`config.mk`:
```
export PLATFORM = sky130hd
export DESIGN_NAME = directional_ring_list_engine_flat
export DESIGN_NICKNAME = d
export VERILOG_FILES = /design/src/drle_pkg.sv /design/src/drle_req_if.sv /design/src/drle_rsp_if.sv /design/src/drle_cell.sv /design/src/drle_mod.sv /design/src/directional_ring_list_engine.sv /design/src/flat_wrapper.sv
export VERILOG_INCLUDE_DIRS = /design/src /design/src/src
export SDC_FILE = /design/constraint.sdc
export NUM_CORES = 1
export LEC_CHECK = 0
export ABC_AREA = 1
export BUFFER_PORTS_ARGS = -buffer_cell sky130_fd_sc_hd__buf_2
export CAP_MARGIN = 20
export CELL_PAD_IN_SITES_DETAIL_PLACEMENT = 0
export CELL_PAD_IN_SITES_GLOBAL_PLACEMENT = 1
export CORE_AREA = 2 2 279 281
export DETAILED_ROUTE_END_ITERATION = 12
export DIE_AREA = 0 0 281 283
export PLACE_DENSITY_LB_ADDON = 0.08
export SLEW_MARGIN = 20
export SYNTH_ARGS = -nofsm -noshare
export SYNTH_HDL_FRONTEND = slang
export SYNTH_SLANG_ARGS = --single-unit
export TNS_END_PERCENT = 5
```
`constraint.sdc`:
```
create_clock -name clk -period 44.5 [get_ports clk]
set_input_delay 13.35 -clock clk [delete_from_list [all_inputs] [get_ports clk]]
set_output_delay 13.35 -clock clk [all_outputs]
set_load 0.1 [all_outputs]
```
`src/directional_ring_list_engine_assert.svh`:
```
// Assertion macros shared by the ring list engine RTL.
// Expects signals named clk and rst_n in the scope of each use.
`ifndef DIRECTIONAL_RING_LIST_ENGINE_ASSERT_SVH
`define DIRECTIONAL_RING_LIST_ENGINE_ASSERT_SVH

// Check cons in the same cycle as ante.
`define DRLE_ASSERT_NOW(label, ante, cons, msg) \
    label: assert property (@(posedge clk) disable iff (!rst_n) (ante) |-> (cons)) \
        else $error(msg);

// Check cons in the cycle after ante.
`define DRLE_ASSERT_NEXT(label, ante, cons, msg) \
    label: assert property (@(posedge clk) disable iff (!rst_n) (ante) |=> (cons)) \
        else $error(msg);

`endif

```
`src/drle_pkg.sv`:
```
// Package for the ring list engine: widths, operation and status codes,
// cell control type and sequencer states. No dependencies.
`timescale 1ns / 1ps
`default_nettype none

package drle_pkg;

    localparam int CAPACITY_DEF = 16;
    localparam int DATA_W       = 32;
    localparam int STEPS_W      = 32;
    localparam int COUNT_OUT_W  = 5;
    localparam int BITCNT_W     = $clog2(STEPS_W);

    typedef enum logic [1:0] {
        FUNC_PUSH   = 2'd0,
        FUNC_POP    = 2'd1,
        FUNC_ROTATE = 2'd2,
        FUNC_PEEK   = 2'd3
    } func_t;

    typedef enum logic [1:0] {
        STATUS_OK    = 2'd0,
        STATUS_EMPTY = 2'd1,
        STATUS_FULL  = 2'd2
    } status_t;

    typedef enum logic [1:0] {
        CELL_HOLD   = 2'd0,
        CELL_INSERT = 2'd1,
        CELL_ROTATE = 2'd2
    } cell_op_t;

    typedef struct packed {
        cell_op_t          op;
        logic [DATA_W-1:0] fill;
    } cell_ctrl_t;

    typedef enum logic [2:0] {
        ST_IDLE,
        ST_MOD,
        ST_ROTATE,
        ST_INSERT,
        ST_FINISH
    } seq_state_t;

endpackage

`default_nettype wire

```
`src/drle_req_if.sv`:
```
// Request channel of the ring list engine: valid/ready plus request fields.
// Depends on drle_pkg.
`timescale 1ns / 1ps
`default_nettype none

interface drle_req_if;
    logic                                valid;
    logic                                ready;
    drle_pkg::func_t                     func;
    logic signed [drle_pkg::DATA_W-1:0]  value;
    logic                                direction;
    logic        [drle_pkg::STEPS_W-1:0] steps;

    modport source (output valid, func, value, direction, steps, input ready);
    modport sink   (input valid, func, value, direction, steps, output ready);
endinterface

`default_nettype wire

```
`src/drle_rsp_if.sv`:
```
// Result channel of the ring list engine: valid/ready plus result fields.
// Depends on drle_pkg.
`timescale 1ns / 1ps
`default_nettype none

interface drle_rsp_if;
    logic                                    valid;
    logic                                    ready;
    logic signed [drle_pkg::DATA_W-1:0]      result_value;
    drle_pkg::status_t                       status;
    logic        [drle_pkg::COUNT_OUT_W-1:0] entry_count;

    modport source (output valid, result_value, status, entry_count, input ready);
    modport sink   (input valid, result_value, status, entry_count, output ready);
endinterface

`default_nettype wire

```
`src/drle_cell.sv`:
```
// One ring entry of the ring list engine cell chain.
// Depends on drle_pkg.
`timescale 1ns / 1ps
`default_nettype none

module drle_cell #(
    parameter int INDEX = 0,
    parameter int CNT_W = 5
) (
    input  wire logic                          clk,
    input  wire drle_pkg::cell_ctrl_t          ctrl,
    input  wire logic [CNT_W-1:0]              last_idx,
    input  wire logic [drle_pkg::DATA_W-1:0]   left_data,
    input  wire logic [drle_pkg::DATA_W-1:0]   right_data,
    input  wire logic [drle_pkg::DATA_W-1:0]   head_data,
    output logic      [drle_pkg::DATA_W-1:0]   data
);
    import drle_pkg::*;

    logic [DATA_W-1:0] data_reg;
    logic [DATA_W-1:0] data_next;
    logic              is_last;

    assign is_last = (last_idx == CNT_W'(INDEX));

    always_comb
    begin
        case (ctrl.op)
            CELL_INSERT: data_next = left_data;
            // wrap the head around to the tail entry
            CELL_ROTATE: data_next = is_last ? head_data : right_data;
            default:     data_next = data_reg;
        endcase
    end

    always_ff @(posedge clk)
    begin
        data_reg <= data_next;
    end

    assign data = data_reg;

endmodule

`default_nettype wire

```
`src/drle_mod.sv`:
```
// Restoring remainder unit: steps modulo the entry count, one bit a cycle.
// Depends on drle_pkg.
`timescale 1ns / 1ps
`default_nettype none

module drle_mod #(
    parameter int CNT_W = 5
) (
    input  wire logic                         clk,
    input  wire logic                         rst_n,
    input  wire logic                         start,
    input  wire logic [drle_pkg::STEPS_W-1:0] dividend,
    input  wire logic [CNT_W-1:0]             divisor,
    output logic                              done,
    output logic      [CNT_W-1:0]             remainder
);
    import drle_pkg::*;

    localparam logic [BITCNT_W-1:0] LAST_BIT = BITCNT_W'(STEPS_W - 1);

    logic                run_reg,  run_next;
    logic                done_reg, done_next;
    logic [BITCNT_W-1:0] bit_reg,  bit_next;
    logic [STEPS_W-1:0]  dvd_reg,  dvd_next;
    logic [CNT_W-1:0]    rem_reg,  rem_next;
    logic [CNT_W:0]      trial;
    logic [CNT_W:0]      diff;

    assign trial = {rem_reg, dvd_reg[STEPS_W-1]};
    assign diff  = trial - {1'b0, divisor};

    always_comb
    begin
        run_next  = run_reg;
        done_next = 1'b0;
        bit_next  = bit_reg;
        dvd_next  = dvd_reg;
        rem_next  = rem_reg;
        if (start)
        begin
            run_next = 1'b1;
            bit_next = '0;
            dvd_next = dividend;
            rem_next = '0;
        end
        else if (run_reg)
        begin
            dvd_next = {dvd_reg[STEPS_W-2:0], 1'b0};
            rem_next = (trial >= {1'b0, divisor}) ? diff[CNT_W-1:0] : trial[CNT_W-1:0];
            bit_next = bit_reg + 1'b1;
            if (bit_reg == LAST_BIT)
            begin
                run_next  = 1'b0;
                done_next = 1'b1;
            end
        end
    end

    always_ff @(posedge clk or negedge rst_n)
    begin
        if (!rst_n)
        begin
            run_reg  <= 1'b0;
            done_reg <= 1'b0;
            bit_reg  <= '0;
        end
        else
        begin
            run_reg  <= run_next;
            done_reg <= done_next;
            bit_reg  <= bit_next;
        end
    end

    always_ff @(posedge clk)
    begin
        dvd_reg <= dvd_next;
        rem_reg <= rem_next;
    end

    assign done      = done_reg;
    assign remainder = rem_reg;

endmodule

`default_nettype wire

```
`src/directional_ring_list_engine.sv`:
```
// Ring list engine top level: sequencer, cell chain and remainder unit.
// Depends on drle_pkg, drle_req_if, drle_rsp_if, drle_cell, drle_mod and the assert header.
`timescale 1ns / 1ps
`default_nettype none
`include "directional_ring_list_engine_assert.svh"

// Bounded ring of signed 32-bit values with a head. Entries live in a chain of
// CAPACITY cells in ring order: cell 0 is the head, cell k its k-th clockwise
// neighbour. Each cycle the chain can hold, shift one place toward the tail
// with a new value entering cell 0, or rotate one place toward the head within
// the live length (the head wraps into the last live cell). One request is
// worked at a time; the request port is ready whenever the sequencer is idle,
// and a finished beat sits in an output register so the next request can be
// taken while it waits. Work per request: a clockwise push into a non-empty
// ring rotates the old head to the tail, then inserts; other pushes, peeks,
// requests that find the ring empty and pushes that find it full go straight
// to the finish state; a pop rotates the head out and, when counter-clockwise
// on more than two entries, adds (count - 2) one-place rotations; a rotate
// runs a bit-serial remainder unit for steps mod count, then k (below CAPACITY)
// one-place rotations of the chain. Results that wait on a stalled sink
// hold the sequencer in its finish state until the output register frees up.
module directional_ring_list_engine #(
    parameter int CAPACITY = drle_pkg::CAPACITY_DEF
) (
    input wire logic  clk,
    input wire logic  rst_n,
    drle_req_if.sink  req,
    drle_rsp_if.source rsp
);
    import drle_pkg::*;

    localparam int CNT_W = $clog2(CAPACITY + 1);
    localparam logic [CNT_W-1:0] CAP_CNT = CNT_W'(CAPACITY);
    localparam logic [CNT_W-1:0] ONE     = CNT_W'(1);
    localparam logic [CNT_W-1:0] TWO     = CNT_W'(2);

    // sequencer state
    seq_state_t          state_reg,   state_next;
    logic [CNT_W-1:0]    count_reg,   count_next;
    logic [CNT_W-1:0]    rot_cnt_reg, rot_cnt_next;
    logic [DATA_W-1:0]   result_reg,  result_next;
    status_t             status_reg,  status_next;
    logic [DATA_W-1:0]   value_reg,   value_next;
    logic                dir_reg,     dir_next;

    // output register
    logic                       out_valid_reg, out_valid_next;
    logic signed [DATA_W-1:0]   out_value_reg;
    status_t                    out_status_reg;
    logic [COUNT_OUT_W-1:0]     out_count_reg;
    logic                       out_load;

    logic                req_fire;
    cell_ctrl_t          cell_ctrl;
    logic [CNT_W-1:0]    last_idx;
    logic [DATA_W-1:0]   cell_data  [CAPACITY];
    logic [DATA_W-1:0]   left_in    [CAPACITY];
    logic [DATA_W-1:0]   right_in   [CAPACITY];
    logic [DATA_W-1:0]   head;

    logic                mod_start;
    logic                mod_done;
    logic [CNT_W-1:0]    mod_rem;

    // checker helpers
    logic                push_ccw_fire;
    logic                pop_fire;
    logic [CNT_W-1:0]    count_up;
    logic [CNT_W-1:0]    count_dn;

    assign req.ready = (state_reg == ST_IDLE);
    assign req_fire  = req.valid && req.ready;
    assign head      = cell_data[0];
    assign last_idx  = count_reg - ONE;

    // ---------------------------------------------------------------
    // Cell chain: cell 0 takes the fill value on insert, the tail cell
    // has no right neighbour (only the wrap path feeds it on rotate).
    // ---------------------------------------------------------------
    for (genvar i = 0; i < CAPACITY; i++)
    begin : g_cell
        if (i == 0)
        begin : g_first
            assign left_in[i] = cell_ctrl.fill;
        end
        else
        begin : g_mid
            assign left_in[i] = cell_data[i-1];
        end

        if (i == CAPACITY - 1)
        begin : g_tail
            assign right_in[i] = head;
        end
        else
        begin : g_inner
            assign right_in[i] = cell_data[i+1];
        end

        drle_cell #(
            .INDEX (i),
            .CNT_W (CNT_W)
        ) u_cell (
            .clk        (clk),
            .ctrl       (cell_ctrl),
            .last_idx   (last_idx),
            .left_data  (left_in[i]),
            .right_data (right_in[i]),
            .head_data  (head),
            .data       (cell_data[i])
        );
    end

    // Remainder unit for rotate: steps mod count.
    drle_mod #(
        .CNT_W (CNT_W)
    ) u_mod (
        .clk       (clk),
        .rst_n     (rst_n),
        .start     (mod_start),
        .dividend  (req.steps),
        .divisor   (count_reg),
        .done      (mod_done),
        .remainder (mod_rem)
    );

    // ---------------------------------------------------------------
    // Sequencer next state and chain control
    // ---------------------------------------------------------------
    always_comb
    begin
        state_next     = state_reg;
        count_next     = count_reg;
        rot_cnt_next   = rot_cnt_reg;
        result_next    = result_reg;
        status_next    = status_reg;
        value_next     = value_reg;
        dir_next       = dir_reg;
        cell_ctrl.op   = CELL_HOLD;
        cell_ctrl.fill = value_reg;
        mod_start      = 1'b0;
        out_load       = 1'b0;

        case (state_reg)
            ST_IDLE:
            begin
                if (req_fire)
                begin
                    dir_next    = req.direction;
                    value_next  = req.value;
                    result_next = '0;
                    status_next = STATUS_OK;
                    state_next  = ST_FINISH;
                    case (req.func)
                        FUNC_PUSH:
                        begin
                            if (count_reg == CAP_CNT)
                            begin
                                status_next = STATUS_FULL;
                            end
                            else if (!req.direction && count_reg != '0)
                            begin
                                // clockwise: move old head to the tail first
                                cell_ctrl.op = CELL_ROTATE;
                                state_next   = ST_INSERT;
                            end
                            else
                            begin
                                cell_ctrl.op   = CELL_INSERT;
                                cell_ctrl.fill = req.value;
                                count_next     = count_reg + ONE;
                            end
                        end
                        FUNC_POP:
                        begin
                            if (count_reg == '0)
                            begin
                                status_next = STATUS_EMPTY;
                            end
                            else
                            begin
                                // rotate the head to the tail and drop it
                                result_next  = head;
                                cell_ctrl.op = CELL_ROTATE;
                                count_next   = count_reg - ONE;
                                if (req.direction && count_reg > TWO)
                                begin
                                    // previous neighbour leads: rotate the
                                    // shorter ring by its length minus one
                                    rot_cnt_next = count_reg - TWO;
                                    state_next   = ST_ROTATE;
                                end
                            end
                        end
                        FUNC_ROTATE:
                        begin
                            if (count_reg == '0)
                            begin
                                status_next = STATUS_EMPTY;
                            end
                            else
                            begin
                                mod_start  = 1'b1;
                                state_next = ST_MOD;
                            end
                        end
                        FUNC_PEEK:
                        begin
                            if (count_reg == '0)
                            begin
                                status_next = STATUS_EMPTY;
                            end
                            else
                            begin
                                result_next = head;
                            end
                        end
                        default:
                        begin
                            status_next = STATUS_OK;
                        end
                    endcase
                end
            end

            ST_MOD:
            begin
                if (mod_done)
                begin
                    if (mod_rem == '0)
                    begin
                        state_next = ST_FINISH;
                    end
                    else
                    begin
                        // counter-clockwise k equals clockwise count - k
                        rot_cnt_next = dir_reg ? (count_reg - mod_rem) : mod_rem;
                        state_next   = ST_ROTATE;
                    end
                end
            end

            ST_ROTATE:
            begin
                cell_ctrl.op = CELL_ROTATE;
                rot_cnt_next = rot_cnt_reg - ONE;
                if (rot_cnt_reg == ONE)
                begin
                    state_next = ST_FINISH;
                end
            end

            ST_INSERT:
            begin
                cell_ctrl.op   = CELL_INSERT;
                cell_ctrl.fill = value_reg;
                count_next     = count_reg + ONE;
                state_next     = ST_FINISH;
            end

            ST_FINISH:
            begin
                // hold until the output register is free
                if (!out_valid_reg || rsp.ready)
                begin
                    out_load   = 1'b1;
                    state_next = ST_IDLE;
                end
            end

            default:
            begin
                state_next = ST_IDLE;
            end
        endcase
    end

    assign out_valid_next = out_load || (out_valid_reg && !rsp.ready);

    always_ff @(posedge clk or negedge rst_n)
    begin
        if (!rst_n)
        begin
            state_reg     <= ST_IDLE;
            count_reg     <= '0;
            rot_cnt_reg   <= '0;
            out_valid_reg <= 1'b0;
        end
        else
        begin
            state_reg     <= state_next;
            count_reg     <= count_next;
            rot_cnt_reg   <= rot_cnt_next;
            out_valid_reg <= out_valid_next;
        end
    end

    // payload registers
    always_ff @(posedge clk)
    begin
        result_reg <= result_next;
        status_reg <= status_next;
        value_reg  <= value_next;
        dir_reg    <= dir_next;
        if (out_load)
        begin
            out_value_reg  <= result_reg;
            out_status_reg <= status_reg;
            out_count_reg  <= COUNT_OUT_W'(count_reg);
        end
    end

    assign rsp.valid        = out_valid_reg;
    assign rsp.result_value = out_value_reg;
    assign rsp.status       = out_status_reg;
    assign rsp.entry_count  = out_count_reg;

    // ---------------------------------------------------------------
    // Assertions
    // ---------------------------------------------------------------
    assign push_ccw_fire = req_fire && req.func == FUNC_PUSH && req.direction
                           && count_reg != CAP_CNT;
    assign pop_fire      = req_fire && req.func == FUNC_POP && count_reg != '0;
    assign count_up      = count_reg + ONE;
    assign count_dn      = count_reg - ONE;

    `DRLE_ASSERT_NOW(a_count_bound, 1'b1, count_reg <= CAP_CNT, "entry count above capacity")
    `DRLE_ASSERT_NEXT(a_push_grows, push_ccw_fire, count_reg == $past(count_up), "no entry added")
    `DRLE_ASSERT_NEXT(a_pop_shrinks, pop_fire, count_reg == $past(count_dn), "no entry removed")
    `DRLE_ASSERT_NOW(a_rot_nonzero, state_reg == ST_ROTATE, rot_cnt_reg != '0, "zero rotations left")
    `DRLE_ASSERT_NOW(a_mod_range, mod_done, mod_rem < count_reg, "remainder out of range")

endmodule

`default_nettype wire

```
`src/flat_wrapper.sv`:
```
// flat-port wrapper written by rule: the top's interface ports become plain ports
module directional_ring_list_engine_flat import drle_pkg::*;
#(
    parameter int CAPACITY = drle_pkg::CAPACITY_DEF
)
  (clk, rst_n, req_valid, req_func, req_value, req_direction, req_steps, req_ready, rsp_valid, rsp_result_value, rsp_status, rsp_entry_count, rsp_ready);
  drle_req_if req_i ();
  drle_rsp_if rsp_i ();
  input wire logic clk;
  input wire logic rst_n;
  input wire logic [$bits(req_i.valid)-1:0] req_valid;
  input wire logic [$bits(req_i.func)-1:0] req_func;
  input wire logic [$bits(req_i.value)-1:0] req_value;
  input wire logic [$bits(req_i.direction)-1:0] req_direction;
  input wire logic [$bits(req_i.steps)-1:0] req_steps;
  output wire logic [$bits(req_i.ready)-1:0] req_ready;
  output wire logic [$bits(rsp_i.valid)-1:0] rsp_valid;
  output wire logic [$bits(rsp_i.result_value)-1:0] rsp_result_value;
  output wire logic [$bits(rsp_i.status)-1:0] rsp_status;
  output wire logic [$bits(rsp_i.entry_count)-1:0] rsp_entry_count;
  input wire logic [$bits(rsp_i.ready)-1:0] rsp_ready;
  assign req_i.valid = req_valid;
  assign req_i.func = req_func;
  assign req_i.value = req_value;
  assign req_i.direction = req_direction;
  assign req_i.steps = req_steps;
  assign req_ready = req_i.ready;
  assign rsp_valid = rsp_i.valid;
  assign rsp_result_value = rsp_i.result_value;
  assign rsp_status = rsp_i.status;
  assign rsp_entry_count = rsp_i.entry_count;
  assign rsp_i.ready = rsp_ready;
  directional_ring_list_engine #(.CAPACITY(CAPACITY)) u_core (.clk(clk), .rst_n(rst_n), .req(req_i), .rsp(rsp_i));
endmodule
```
==> results.toml <==
[run_status]
outcome = "finished, final reports clean"

[global_routing]
grt_max_degree = 148
antenna_found_initial = 5
track_usage_pct = 24.1
grt_pass1_wl_um = 149000
grt_pass1_vias = 25600
grt_overflow = 0

[sta]
finalHoldViolCount = 0
setup_viol = 0
min_period_ns = 17.20
slew_headroom_pct = 29.2
max_freq_mhz = 58.1
whs_ns = 0.415
rsz0062_at_grt = "false"
finalClockSkew_ns = 0.0341
fin_crit_sh_pct = 38.6
tightestPinTransition_ns = 1.06
slew_viol_final = 0
tns_ns = 0

[min_path]
hold_class = "reg2reg"

[clock_network]
cts_hold_buffers = 0
clock_sinks = 676
clock_latency_ns = 0.65
clockRootBuffer = "clkbuf_16"
cts_made_buffers = 79
htree_levels = 3
cts_tree = "yes"
clk_path_buf_depth = 3
clk_pin_slew_ns = 0.06
post_cts_buffers = 0
postCtsResizedCells = 0

[flow_run]
max-cap-violations = 0

[synthesis]
syn_area_mm2 = 0.0341
ys_warn_count = 0
synthMuxAreaShare_pct = 0
synthAdderAreaFrac_pct = 0.997
synth_top_family_by_area = "simple AND/OR/NAND/NOR gates"
synth_cells = 4045
yosys.area_share.simple_pct = 28.0
synth_compound_area_share_pct = 4.99
synth_area_per_cell_um2 = 8.44
synth_fp_nets = 4142
synth-xor-area-share_pct = 0.411
ys_types = 34
synth-seq-area-share_pct = 59.0
ys_ff_latch = 676

[finish]
layout-drive-gt1-share_pct = 7.26
syn2layout_area_growth_pct = 11.4
fin_cells = 5138
largest_reg_flops = 512
nets = 4128

[die]
die_h_um = 283
io_pins = 112
initial_core_util_pct = 44.5
num_rows = 102
die_x_um = 281
core-area_mm2 = 0.0767
fp.dieArea_mm2 = 0.0795

[routing]
initialDrtViolationCount = 2429
drc = 0
vias = 26400
firstDrtPassIters = 6
antenna_left = 0
wl_um = 96600
wl_per_cell_um = 18.8
viasPerCell = 5.14

[power_and_ir_drop]
ir_worst_vdd_mv = 0.0568
finalPower_uw = 3340
leakage_uw = 0.0174
power_density_mw_per_mm2 = 87.9

[critical_path]
path_max_fanout = 82
start_kind = "input pin"
worstSetupPathType = "in2reg"
worst-endpoint-arrival_ns = 17.54
end_kind = "flop"
crit_required_ns = 44.84

[place]
finalWeightedCongestion = 0.833
portBuffers = 111
dp.cells = 4990
dp_hpwl_um = 52700
[synth_stat cells (all sizes together)]
cell / number / area (µm²)
xor2: 13 / 114
o221ai: 3 / 26.3
nand3: 270 / 1370
a22o: 2 / 17.5
ha: 24 / 300
nor2: 71 / 277
nand2: 2028 / 7610
a31oi: 2 / 12.5
nand3b: 32 / 240
and3: 1 / 6.26
a21o: 1 / 7.51
nor3: 2 / 15.0
dfxtp: 5 / 100
a21oi: 12 / 60.1
inv: 343 / 1290
fa: 2 / 40.0
dfrtp: 21 / 526
edfxtp: 650 / 19500
a21boi: 1 / 7.51
o21ai: 312 / 1570
clkbuf: 185 / 694
nand4: 1 / 6.26
buf: 58 / 264
xnor2: 3 / 26.3
or2: 3 / 18.8
[final cells by class]
class	count	area, µm²
Fill cell	7481	38700
Timing Repair Buffer	148	833
Antenna cell	5	12.5
Tap cell	1040	1300
Clock buffer	97	2050
Multi-Input combinational cell	2783	11800
Inverter	343	1310
Sequential cell	676	20100
Clock inverter	46	529
[power breakdown]
| part | internal [µW] | switching [µW] | total [µW] |
|---|---|---|---|
| Sequential | 1200 | 154 | 1360 |
| Combinational | 354 | 971 | 1330 |
| Clock | 388 | 275 | 662 |
| Total | 1940 | 1400 | 3340 |
[path summary, 6_finish.rpt]
path / depth (start not counted) / slack (ns) / to / startpoint
max: 12 / 27.30 / u_core.g_cell[15].u_cell.data[29] / req_func[1]
min: 0 / 0.41 / u_core.rsp.result_value[14] / u_core.result_reg[14]
max reg2reg: 14 / 38.53 / u_core.g_cell[15].u_cell.data[29] / u_core.count_reg[1]
min reg2reg: 0 / 0.41 / u_core.rsp.result_value[14] / u_core.result_reg[14]
max in group asynchronous: 1 / 31.38 / u_core.state_reg[0] / rst_n
min in group asynchronous: 1 / 12.72 / u_core.u_mod.bit_reg[2] / rst_n
[placed cells by master, fill, tap and decap left out, types with 2 or more instances in the layout]
cell | Yosys | routed
clkbuf_1 | 185 | 17
nor2_2 | 1 | 2
o21ai_0 | 293 | 293
clkinv_2 | 0 | 12
clkinv_8 | 0 | 4
inv_8 | 0 | 2
a22o_1 | 2 | 2
xor2_1 | 13 | 13
nand3_1 | 266 | 262
nand3_4 | 0 | 2
o21ai_1 | 18 | 18
inv_2 | 11 | 10
nand3b_1 | 32 | 32
nand2_1 | 2028 | 2025
buf_2 | 34 | 111
diode_2 | 0 | 5
nor2_4 | 1 | 2
edfxtp_1 | 650 | 650
or2_2 | 3 | 3
xnor2_1 | 3 | 3
inv_1 | 332 | 330
bufinv_16 | 0 | 10
clkbuf_16 | 0 | 79
inv_6 | 0 | 4
dfxtp_1 | 5 | 5
fa_1 | 2 | 2
nand3_2 | 4 | 6
a21oi_1 | 12 | 10
buf_4 | 1 | 37
nand2_4 | 0 | 3
clkinv_1 | 0 | 14
dfrtp_1 | 21 | 21
nor2_1 | 69 | 67
o221ai_1 | 3 | 3
ha_1 | 24 | 23
[kinds of logic (layout without fill, tap and decap cells)]
logic type / Yosys count / in the layout
AND/OR/NAND/NOR: 2408 / 2408
flip-flops: 676 / 676
buffers and inverters: 586 / 634
AO/OA/AOI/OAI: 333 / 333
adder cells (fa/ha/maj): 26 / 26
XOR/XNOR: 16 / 16
other: 0 / 5
[layer usage]
layer,global-route usage (%),routed length (µm),up-vias
li1,-,-,13000
met1,32.3,43600,12800
met2,40.2,45900,550
met3,3.64,4060,131
met4,7.95,3060,2
met5,0,13,-
[worst max-delay path, cell delays in order]
cell and delay [ns]:
buf_2 0.14, nor2_1 0.20, nand3_1 0.18, nand2_1 0.11, a21oi_1 0.09, inv_1 0.12, ha_4 0.17, buf_4 0.52
buf_4 0.76, buf_4 0.84, buf_4 0.70, o21ai_0 0.21
[through the flow]
step                area, µm²  util (%)  setup WS (ns)
floorplan               34100         -          17.36
global placement        35400      46.2          26.72
detailed placement      35400      46.2          26.68
CTS                     38000      49.6          27.34
global route            38000      49.6          27.02
finish                  38000      49.6          27.30
No activity file was read; power rests on OpenSTA's default activity.
